$ cat config.mk
export PLATFORM = sky130hd
export DESIGN_NAME = gzip_stored_framer_flat
export DESIGN_NICKNAME = d
export VERILOG_FILES = /design/src/gsf_pkg.sv /design/src/gsf_intf.sv /design/src/gsf_front.sv /design/src/gsf_queue.sv /design/src/gsf_back.sv /design/src/gzip_stored_framer.sv /design/src/flat_wrapper.sv
export SDC_FILE = /design/constraint.sdc
export NUM_CORES = 1
export LEC_CHECK = 0
export ABC_AREA = 1
export BUFFER_PORTS_ARGS = -buffer_cell sky130_fd_sc_hd__buf_2
export CORE_MARGIN = 8
export CORE_UTILIZATION = 57
export CTS_BUF_LIST = sky130_fd_sc_hd__clkbuf_8 sky130_fd_sc_hd__clkbuf_16
export CTS_CLUSTER_SIZE = 28
export DETAILED_ROUTE_END_ITERATION = 10
export PLACE_DENSITY = 0.78
export SLEW_MARGIN = 40
export SYNTH_ARGS = -nofsm -noshare
export SYNTH_HDL_FRONTEND = slang
export SYNTH_SLANG_ARGS = --single-unit
export TNS_END_PERCENT = 10
$ cat constraint.sdc
create_clock -name clk -period 6.7 [get_ports clk]
set_input_delay 1.34 -clock clk [delete_from_list [all_inputs] [get_ports clk]]
set_output_delay 1.34 -clock clk [all_outputs]
set_load 0.02 [all_outputs]
$ cat src/gsf_pkg.sv
`timescale 1ns / 1ps
// Shared types and constants of the gzip stored-block framer.
// No dependencies; front, queue, back end and top import this package.
package gsf_pkg;

  localparam int unsigned MAX_BLOCK_BYTES_DEF = 65535;
  localparam int unsigned QUEUE_DEPTH_DEF     = 2;

  localparam int unsigned HDR_BYTES = 10;
  localparam int unsigned BLK_BYTES = 5;
  localparam int unsigned TRL_BYTES = 8;

  localparam logic [31:0] CRC_INIT = 32'hffff_ffff;
  localparam logic [31:0] CRC_POLY = 32'hedb8_8320;

  typedef enum logic {
    OP_START = 1'b0,
    OP_DATA  = 1'b1
  } gsf_op_t;

  typedef struct packed {
    logic        hdr_en;
    logic        blk_en;
    logic        blk_final;
    logic [15:0] blk_len;
    logic        data_en;
    logic [7:0]  data_byte;
    logic        trl_en;
    logic [31:0] trl_crc;
    logic [31:0] trl_count;
  } gsf_job_t;

endpackage

$ cat src/gsf_intf.sv
`timescale 1ns / 1ps
// Channel interfaces of the gzip stored-block framer: input items,
// result bytes and the length register write. No dependencies.
interface gsf_in_if;
  logic       valid;
  logic       ready;
  logic       operation;
  logic [7:0] data_byte;
  modport source (output valid, output operation, output data_byte, input ready);
  modport sink (input valid, input operation, input data_byte, output ready);
endinterface

interface gsf_out_if;
  logic       valid;
  logic       ready;
  logic [7:0] out_byte;
  logic       last_of_run;
  logic       stream_end;
  modport source (output valid, output out_byte, output last_of_run, output stream_end,
                  input ready);
  modport sink (input valid, input out_byte, input last_of_run, input stream_end,
                output ready);
endinterface

interface gsf_cfg_if;
  logic        valid;
  logic        ready;
  logic [31:0] total_length;
  modport source (output valid, output total_length, input ready);
  modport sink (input valid, input total_length, output ready);
endinterface

$ cat src/gsf_front.sv
`timescale 1ns / 1ps
// Front end: accepts input transactions, keeps CRC and counters and turns each
// start and in-range data byte into an emit job. Depends on gsf_pkg and gsf_in_if.
module gsf_front
  import gsf_pkg::*;
#(
  parameter int unsigned MAX_BLOCK_BYTES = MAX_BLOCK_BYTES_DEF
) (
  input  logic        clk,
  input  logic        rst_n,
  gsf_in_if.sink      in_ch,
  input  logic [31:0] total_length,
  output logic        push_valid,
  input  logic        push_ready,
  output gsf_job_t    push_data
);

  localparam logic [31:0] MAX_LEN = 32'(MAX_BLOCK_BYTES);

  logic [31:0] crc_r, crc_nxt;
  logic [31:0] seen_r, seen_nxt;
  logic [15:0] rem_r, rem_nxt;
  logic        active_r, active_nxt;

  logic [32:0] left_w;
  logic        no_room;
  logic        last_byte;
  logic        fits;
  logic [15:0] chunk;
  logic [31:0] crc_upd;
  logic        accept;

  function automatic logic [31:0] crc_byte(input logic [31:0] c_in, input logic [7:0] b);
    logic [31:0] c;
    c = c_in ^ {24'd0, b};
    for (int i = 0; i < 8; i++) begin
      c = (c >> 1) ^ (CRC_POLY & {32{c[0]}});
    end
    return c;
  endfunction

  assign left_w    = {1'b0, total_length} - {1'b0, seen_r};
  assign no_room   = left_w[32] || (left_w[31:0] == 32'd0);
  assign last_byte = left_w[31:0] == 32'd1;
  assign fits      = left_w[31:0] <= MAX_LEN;
  assign chunk     = fits ? left_w[15:0] : MAX_LEN[15:0];
  assign crc_upd   = crc_byte(crc_r, in_ch.data_byte);

  assign in_ch.ready = push_ready;
  assign accept      = in_ch.valid && push_ready;
  assign push_valid  = in_ch.valid &&
                       ((in_ch.operation == OP_START) || (active_r && !no_room));

  always_comb begin
    crc_nxt    = crc_r;
    seen_nxt   = seen_r;
    rem_nxt    = rem_r;
    active_nxt = active_r;
    push_data  = '0;
    if (in_ch.operation == OP_START) begin
      crc_nxt          = CRC_INIT;
      seen_nxt         = 32'd0;
      rem_nxt          = 16'd0;
      active_nxt       = total_length != 32'd0;
      push_data.hdr_en = 1'b1;
      if (total_length == 32'd0) begin
        push_data.blk_en    = 1'b1;
        push_data.blk_final = 1'b1;
        push_data.trl_en    = 1'b1;
      end
    end else if (active_r) begin
      if (no_room) begin
        active_nxt = 1'b0;
      end else begin
        push_data.data_en   = 1'b1;
        push_data.data_byte = in_ch.data_byte;
        crc_nxt             = crc_upd;
        seen_nxt            = seen_r + 32'd1;
        if (rem_r == 16'd0) begin
          push_data.blk_en    = 1'b1;
          push_data.blk_final = fits;
          push_data.blk_len   = chunk;
          rem_nxt             = chunk - 16'd1;
        end else begin
          rem_nxt = rem_r - 16'd1;
        end
        if (last_byte) begin
          push_data.trl_en    = 1'b1;
          push_data.trl_crc   = ~crc_upd;
          push_data.trl_count = seen_r + 32'd1;
          active_nxt          = 1'b0;
        end
      end
    end
  end

  always_ff @(posedge clk) begin
    if (!rst_n) begin
      crc_r    <= CRC_INIT;
      seen_r   <= 32'd0;
      rem_r    <= 16'd0;
      active_r <= 1'b0;
    end else if (accept) begin
      crc_r    <= crc_nxt;
      seen_r   <= seen_nxt;
      rem_r    <= rem_nxt;
      active_r <= active_nxt;
    end
  end

endmodule

$ cat src/gsf_queue.sv
`timescale 1ns / 1ps
// Small register queue of emit jobs between front and back end.
// Depends on gsf_pkg.
module gsf_queue
  import gsf_pkg::*;
#(
  parameter int unsigned DEPTH = QUEUE_DEPTH_DEF
) (
  input  logic     clk,
  input  logic     rst_n,
  input  logic     push_valid,
  output logic     push_ready,
  input  gsf_job_t push_data,
  output logic     pop_valid,
  input  logic     pop_ready,
  output gsf_job_t pop_data
);

  localparam int unsigned AW = (DEPTH > 1) ? $clog2(DEPTH) : 1;

  gsf_job_t      mem_r [DEPTH];
  logic [AW-1:0] wr_ptr_r, rd_ptr_r;
  logic [AW:0]   count_r;
  logic          do_push, do_pop;

  function automatic logic [AW-1:0] ptr_inc(input logic [AW-1:0] p);
    return (p == AW'(DEPTH - 1)) ? '0 : p + 1'b1;
  endfunction

  assign push_ready = count_r != (AW + 1)'(DEPTH);
  assign pop_valid  = count_r != '0;
  assign pop_data   = mem_r[rd_ptr_r];
  assign do_push    = push_valid && push_ready;
  assign do_pop     = pop_valid && pop_ready;

  always_ff @(posedge clk) begin
    if (do_push) begin
      mem_r[wr_ptr_r] <= push_data;
    end
  end

  always_ff @(posedge clk) begin
    if (!rst_n) begin
      wr_ptr_r <= '0;
      rd_ptr_r <= '0;
      count_r  <= '0;
    end else begin
      if (do_push) begin
        wr_ptr_r <= ptr_inc(wr_ptr_r);
      end
      if (do_pop) begin
        rd_ptr_r <= ptr_inc(rd_ptr_r);
      end
      if (do_push && !do_pop) begin
        count_r <= count_r + 1'b1;
      end else if (do_pop && !do_push) begin
        count_r <= count_r - 1'b1;
      end
    end
  end

endmodule

$ cat src/gsf_back.sv
`timescale 1ns / 1ps
// Back end: steps through the header, block header, data byte and trailer that each job enables, one
// byte per cycle into out_byte_r unless stalled. Depends on gsf_pkg, gsf_out_if.
module gsf_back
  import gsf_pkg::*;
(
  input  logic      clk,
  input  logic      rst_n,
  input  logic      pop_valid,
  output logic      pop_ready,
  input  gsf_job_t  pop_data,
  gsf_out_if.source out_ch
);

  typedef enum logic [4:0] {
    S_IDLE = 5'b00001,
    S_HDR  = 5'b00010,
    S_BLK  = 5'b00100,
    S_DAT  = 5'b01000,
    S_TRL  = 5'b10000
  } phase_t;

  phase_t      state_r, state_nxt;
  logic [3:0]  idx_r, idx_nxt;
  gsf_job_t    job_r, job_nxt;
  logic        out_valid_r, out_valid_nxt;
  logic [7:0]  out_byte_r, out_byte_nxt;
  logic        last_r, last_nxt;
  logic        end_r, end_nxt;

  logic        adv;
  logic [7:0]  cur_byte;
  logic        phase_done;
  phase_t      next_ph;

  function automatic logic [7:0] hdr_byte(input logic [3:0] i);
    logic [7:0] b;
    unique case (i)
      4'd0:    b = 8'h1f;
      4'd1:    b = 8'h8b;
      4'd2:    b = 8'h08;
      4'd9:    b = 8'hff;
      default: b = 8'h00;
    endcase
    return b;
  endfunction

  function automatic phase_t first_phase(input gsf_job_t j);
    phase_t p;
    priority if (j.hdr_en) p = S_HDR;
    else if (j.blk_en) p = S_BLK;
    else if (j.data_en) p = S_DAT;
    else p = S_TRL;
    return p;
  endfunction

  function automatic phase_t after(input gsf_job_t j, input phase_t p);
    phase_t n;
    n = S_IDLE;
    if (p == S_HDR && j.blk_en) begin
      n = S_BLK;
    end else if ((p == S_HDR || p == S_BLK) && j.data_en) begin
      n = S_DAT;
    end else if ((p == S_HDR || p == S_BLK || p == S_DAT) && j.trl_en) begin
      n = S_TRL;
    end
    return n;
  endfunction

  always_comb begin
    cur_byte   = 8'h00;
    phase_done = 1'b0;
    unique case (state_r)
      S_HDR: begin
        cur_byte   = hdr_byte(idx_r);
        phase_done = idx_r == 4'(HDR_BYTES - 1);
      end
      S_BLK: begin
        unique case (idx_r)
          4'd0:    cur_byte = {7'd0, job_r.blk_final};
          4'd1:    cur_byte = job_r.blk_len[7:0];
          4'd2:    cur_byte = job_r.blk_len[15:8];
          4'd3:    cur_byte = ~job_r.blk_len[7:0];
          default: cur_byte = ~job_r.blk_len[15:8];
        endcase
        phase_done = idx_r == 4'(BLK_BYTES - 1);
      end
      S_DAT: begin
        cur_byte   = job_r.data_byte;
        phase_done = 1'b1;
      end
      S_TRL: begin
        unique case (idx_r)
          4'd0:    cur_byte = job_r.trl_crc[7:0];
          4'd1:    cur_byte = job_r.trl_crc[15:8];
          4'd2:    cur_byte = job_r.trl_crc[23:16];
          4'd3:    cur_byte = job_r.trl_crc[31:24];
          4'd4:    cur_byte = job_r.trl_count[7:0];
          4'd5:    cur_byte = job_r.trl_count[15:8];
          4'd6:    cur_byte = job_r.trl_count[23:16];
          default: cur_byte = job_r.trl_count[31:24];
        endcase
        phase_done = idx_r == 4'(TRL_BYTES - 1);
      end
      default: begin
        cur_byte   = 8'h00;
        phase_done = 1'b0;
      end
    endcase
  end

  assign next_ph = after(job_r, state_r);
  assign adv     = !out_valid_r || out_ch.ready;

  always_comb begin
    state_nxt     = state_r;
    idx_nxt       = idx_r;
    job_nxt       = job_r;
    out_valid_nxt = out_valid_r && !out_ch.ready;
    out_byte_nxt  = out_byte_r;
    last_nxt      = last_r;
    end_nxt       = end_r;
    pop_ready     = 1'b0;
    if (state_r == S_IDLE) begin
      pop_ready = 1'b1;
      if (pop_valid) begin
        job_nxt   = pop_data;
        state_nxt = first_phase(pop_data);
        idx_nxt   = 4'd0;
      end
    end else if (adv) begin
      out_valid_nxt = 1'b1;
      out_byte_nxt  = cur_byte;
      last_nxt      = phase_done && (next_ph == S_IDLE);
      end_nxt       = (state_r == S_TRL) && phase_done;
      if (phase_done) begin
        idx_nxt = 4'd0;
        if (next_ph == S_IDLE) begin
          pop_ready = 1'b1;
          if (pop_valid) begin
            job_nxt   = pop_data;
            state_nxt = first_phase(pop_data);
          end else begin
            state_nxt = S_IDLE;
          end
        end else begin
          state_nxt = next_ph;
        end
      end else begin
        idx_nxt = idx_r + 4'd1;
      end
    end
  end

  always_ff @(posedge clk) begin
    if (!rst_n) begin
      state_r     <= S_IDLE;
      idx_r       <= 4'd0;
      out_valid_r <= 1'b0;
    end else begin
      state_r     <= state_nxt;
      idx_r       <= idx_nxt;
      out_valid_r <= out_valid_nxt;
    end
  end

  always_ff @(posedge clk) begin
    job_r      <= job_nxt;
    out_byte_r <= out_byte_nxt;
    last_r     <= last_nxt;
    end_r      <= end_nxt;
  end

  assign out_ch.valid       = out_valid_r;
  assign out_ch.out_byte    = out_byte_r;
  assign out_ch.last_of_run = last_r;
  assign out_ch.stream_end  = end_r;

endmodule

$ cat src/gzip_stored_framer.sv
`timescale 1ns / 1ps
// Top level of the gzip stored-block framer: length register, front end,
// job queue and byte emitter. Depends on gsf_pkg, the channel interfaces and submodules.
//
//   channel   direction  payload
//   in_ch     in         operation, data_byte
//   out_ch    out        out_byte, last_of_run, stream_end
//   cfg_ch    in         total_length (always ready)
//
// An item is taken when the job queue has room; its results leave at one byte per cycle
// unless the output stalls, so a plain data byte sustains one per cycle. A start emits
// the header (with zero length also an empty final block and the trailer), a block
// boundary adds a block header, the stream end the trailer; the emitter sets the rate.
// Reset is synchronous and clears the counters, the CRC and the queue.
// Input stalls once the queue is full; output stalls hold the output register.
module gzip_stored_framer
  import gsf_pkg::*;
#(
  parameter int unsigned MAX_BLOCK_BYTES = MAX_BLOCK_BYTES_DEF,
  parameter int unsigned QUEUE_DEPTH     = QUEUE_DEPTH_DEF
) (
  input  logic       clk,
  input  logic       rst_n,
  gsf_in_if.sink     in_ch,
  gsf_out_if.source  out_ch,
  gsf_cfg_if.sink    cfg_ch
);

  logic [31:0] total_length_r;
  logic        push_valid, push_ready, pop_valid, pop_ready;
  gsf_job_t    push_data, pop_data;

  assign cfg_ch.ready = 1'b1;

  always_ff @(posedge clk) begin
    if (!rst_n) begin
      total_length_r <= 32'd0;
    end else if (cfg_ch.valid) begin
      total_length_r <= cfg_ch.total_length;
    end
  end

  gsf_front #(
    .MAX_BLOCK_BYTES(MAX_BLOCK_BYTES)
  ) u_front (
    .clk         (clk),
    .rst_n       (rst_n),
    .in_ch       (in_ch),
    .total_length(total_length_r),
    .push_valid  (push_valid),
    .push_ready  (push_ready),
    .push_data   (push_data)
  );

  gsf_queue #(
    .DEPTH(QUEUE_DEPTH)
  ) u_queue (
    .clk       (clk),
    .rst_n     (rst_n),
    .push_valid(push_valid),
    .push_ready(push_ready),
    .push_data (push_data),
    .pop_valid (pop_valid),
    .pop_ready (pop_ready),
    .pop_data  (pop_data)
  );

  gsf_back u_back (
    .clk      (clk),
    .rst_n    (rst_n),
    .pop_valid(pop_valid),
    .pop_ready(pop_ready),
    .pop_data (pop_data),
    .out_ch   (out_ch)
  );

endmodule

$ cat src/flat_wrapper.sv
// flat-port wrapper written by rule: the top's interface ports become plain ports
module gzip_stored_framer_flat import gsf_pkg::*;
#(
  parameter int unsigned MAX_BLOCK_BYTES = MAX_BLOCK_BYTES_DEF,
  parameter int unsigned QUEUE_DEPTH     = QUEUE_DEPTH_DEF
)
  (clk, rst_n, in_ch_valid, in_ch_operation, in_ch_data_byte, in_ch_ready, out_ch_valid, out_ch_out_byte, out_ch_last_of_run, out_ch_stream_end, out_ch_ready, cfg_ch_valid, cfg_ch_total_length, cfg_ch_ready);
  gsf_in_if in_ch_i ();
  gsf_out_if out_ch_i ();
  gsf_cfg_if cfg_ch_i ();
  input  logic clk;
  input  logic rst_n;
  input wire logic [$bits(in_ch_i.valid)-1:0] in_ch_valid;
  input wire logic [$bits(in_ch_i.operation)-1:0] in_ch_operation;
  input wire logic [$bits(in_ch_i.data_byte)-1:0] in_ch_data_byte;
  output wire logic [$bits(in_ch_i.ready)-1:0] in_ch_ready;
  output wire logic [$bits(out_ch_i.valid)-1:0] out_ch_valid;
  output wire logic [$bits(out_ch_i.out_byte)-1:0] out_ch_out_byte;
  output wire logic [$bits(out_ch_i.last_of_run)-1:0] out_ch_last_of_run;
  output wire logic [$bits(out_ch_i.stream_end)-1:0] out_ch_stream_end;
  input wire logic [$bits(out_ch_i.ready)-1:0] out_ch_ready;
  input wire logic [$bits(cfg_ch_i.valid)-1:0] cfg_ch_valid;
  input wire logic [$bits(cfg_ch_i.total_length)-1:0] cfg_ch_total_length;
  output wire logic [$bits(cfg_ch_i.ready)-1:0] cfg_ch_ready;
  assign in_ch_i.valid = in_ch_valid;
  assign in_ch_i.operation = in_ch_operation;
  assign in_ch_i.data_byte = in_ch_data_byte;
  assign in_ch_ready = in_ch_i.ready;
  assign out_ch_valid = out_ch_i.valid;
  assign out_ch_out_byte = out_ch_i.out_byte;
  assign out_ch_last_of_run = out_ch_i.last_of_run;
  assign out_ch_stream_end = out_ch_i.stream_end;
  assign out_ch_i.ready = out_ch_ready;
  assign cfg_ch_i.valid = cfg_ch_valid;
  assign cfg_ch_i.total_length = cfg_ch_total_length;
  assign cfg_ch_ready = cfg_ch_i.ready;
  gzip_stored_framer #(.MAX_BLOCK_BYTES(MAX_BLOCK_BYTES), .QUEUE_DEPTH(QUEUE_DEPTH)) u_core (.clk(clk), .rst_n(rst_n), .in_ch(in_ch_i), .out_ch(out_ch_i), .cfg_ch(cfg_ch_i));
endmodule
==> impl_metrics.yaml <==
drt:
  wirelength_mm: 55.8
  drt_first_iter_violations: 1573
  drt-wirelength-per-cell_microns: 19.3
  detailedRoute.firstPassIterationCount: 5
  route.detailed.vias_per_inst: 5.71
  drc: 0
  via_count: 16500
  ant_nets: 0
clocking:
  cts_post_setup_buffers_inserted: 0
  clock_tree.root_cell: "clkbuf_16"
  clock_tree.buffer_depth: 3
  cts_hold_repair.buffers: 0
  latest_clock_arrival_within_the_worst_skew_pair_ns: 0.57
  tritoncts_clock_tree: "done"
  clock_sinks: 416
  post_cts_resized: 0
  htree_levels: 2
  cts_made_buffers: 42
  cts.clk_slew.worst_paths_ns: 0.06
power:
  power.density_cell_area_nw_per_um2: 368
  vdd.ir_drop.worst_mv: 0.186
  p_leak_nw: 9.52
finish:
  n_antenna_cell: 0
  finalInstanceArea_sq_um: 23200
  finalCoreUtilization_pct: 63.5
  num-nets-final: 2472
  area_growth_syn_to_layout_pct: 10.1
  layout_commonest_cell: "nand2_1"
  most-common-layout-cells: "530 x nand2_1, 300 x inv_1, 288 x edfxtp_1"
  drive_above_1_share_pct: 12.8
  finish.cell_count_without_fillers: 2887
  n_fill_cell: 2967
floorplan:
  die_ht_microns: 208
  rows: 70
  core_region_area_sq_um: 36500
  die_area_sq_um: 43400
  start_util_pct: 57.7
  die_w_microns: 208
  floorplan.io_pins: 59
timing:
  setup_repair_after_global_routing_missed_its_margin: "false"
  timing.setup.tns_ns: 0
  worst-slew-pin-transition_ns: 0.835
  hold_viol: 0
  setup_viol: 0
  finalHoldWorstSlack_ns: 0.461
  min_period_over_period_pct: 75.9
  timing.clock.skew_ns: 0.0363
  timing.slew.headroom_pct: 43.8
  timing.final.max_slew_violations: 0
  final.min_clock_period_ns: 5.08
  clock.fmax_ghz: 0.197
worst_setup_path:
  path_class: "reg2reg"
  r2r_worst_path_depth: 28
  crit_top_cell: "nand2_1"
  worstSetupStartpoint: "u_core.u_front.seen_r[0]"
  setup.worst_path.end_class: "flop"
  critical_path_arrival_ns: 5.53
  cp.required_ns: 7.15
  worst_path_max_delay_cell: "nand2_2"
  critical_path.top_delay_family: "simple AND/OR/NAND/NOR gates"
  levels_on_crit_path: 28
  crit-reg2reg-launch: "u_core.u_front.seen_r[0]"
  critical_path.max_fanout: 27
  r2r_setup_slack_ns: 1.62
  critical_path.n_buffers_inverters: 4
  crit_path_start_kind: "flop"
  max_stage_delay_ns: 0.50
logic_synthesis:
  syn-num-nets: 2424
  synth-seq-area-share_pct: 53.2
  synth_top_cell_area_share_pct: 41.1
  postSynthRegisterBits: 416
  synth_edf_count: 288
  synth_ff_type: "edfxtp_1"
  synth.distinct_cells: 53
  syn_inst: 2338
  library_cell_occupying_the_most_area_in_the_post_synthesis_netlist: "edfxtp_1"
  proportion_of_synthesized_flip_flops_having_asynchronous_set_or_reset_pct: 0
  synth.cell_area_sq_um: 21100
  ys_top_cells_by_area: "edfxtp_1 41%, dfxtp_1 12%, nand2_1 9.4%"
  yosysWarningCount: 0
  synth_area_per_inst_sq_um: 9.01
global_route:
  initial_antenna_violation_count: 0
  largest_net_degree_at_the_start_of_global_routing: 96
  grt.overflow.total: 0
  global_route_wire_length_before_repair_mm: 87.8
  grt_usage_pct: 25.4
  first_global_vias: 16200
placed_design:
  detailed_place.area_sq_um: 21800
  dp_hpwl_mm: 40.0
  post-place-cells: 2810
  global_placer_s_final_weighted_congestion: 0.968
  io_buffer_count: 57
min_path:
  timing.hold.worst_path_depth: 1
  worst_hold_startpoint: "u_core.u_queue.rd_ptr_r"
  holdCritPathClass: "reg2reg"
status:
  status: "complete, no violations"
job:
  max-cap-violations: 0
## cell families after synthesis
group,synth area share (%)
and+or+nand+nor,21.2
DFF,53.2
buffers and inverters,6.90
AOI/OAI and AO/OA,8.23
muxes,4.91
xor gates and xnor gates,3.08
adders and majority gates,2.41
other,0.0178
## cell usage after synthesis, types with 14 or more instances
library cell and instances:
xnor2_1 29, a21oi_1 101, dfxtp_1 128, nor2_1 249, xor2_1 45, nand2_1 530, mux2_2 91, nand4_1 42
ha_1 39, nand3_1 133, inv_1 287, clkbuf_1 48, o21ai_0 116, a21oi_2 14, nor4_1 21, edfxtp_1 288
## final timing paths
check | end
max reg2reg | u_core.u_queue.count_r[1]
min | flop
max | u_core.u_queue.count_r[1]
min reg2reg | flop
## stage by stage
| step | setup WS (ns) | power [mW] |
|---|---|---|
| 2_1_floorplan | -0.219 | 5.48 |
| 3_3_place_gp | 1.55 | 6.17 |
| 3_5_place_dp | 1.74 | 6.24 |
| 4_1_cts | 1.70 | 8.56 |
| 5_1_grt | 1.15 | 8.99 |
| 6_report | 1.62 | 8.54 |
## routing by layer
layer,GRT usage [%],vias to the layer above,part of all wire (%)
met2,43.7,671,48
met1,32.0,7805,42
li1,-,7909,-
met3,3.83,110,6.4
met5,0,-,0
met4,9.42,0,3.1
## flip-flops by register name (all words and copies together), names as in the netlist, 2 cells and up, named ones only
name,flops
u_core.u_queue.mem_r,186
u_core.u_back.job_r,92
u_core.total_length_r,32
u_core.u_front.crc_r,32
u_core.u_front.seen_r,32
u_core.u_front.rem_r,16
u_core.u_back.out_ch.out_byte,8
u_core.u_back.state_r,5
u_core.u_back.idx_r,4
u_core.u_queue.count_r,2
## report_power, final
part | total (mW) | switching, mW | internal (mW) | leakage (nW)
logic | 2.64 | 1.78 | 0.866 | 5.05
registers | 3.59 | 0.244 | 3.34 | 3.76
clock network | 2.32 | 0.989 | 1.33 | 0.715
total | 8.54 | 3.01 | 5.53 | 9.52
## layout make-up
class                   instances  area (sq um)  area share [%]
clock buffers                  50          1170            5.06
inverters                     298          1120            4.84
multi-input cells            1552          8450            36.4
well taps                     468           586            2.52
clock inverters                27           198           0.852
repair buffers                 76           452            1.95
flip-flops and latches        416         11200            48.4
Power figures use the tool's default switching activity.
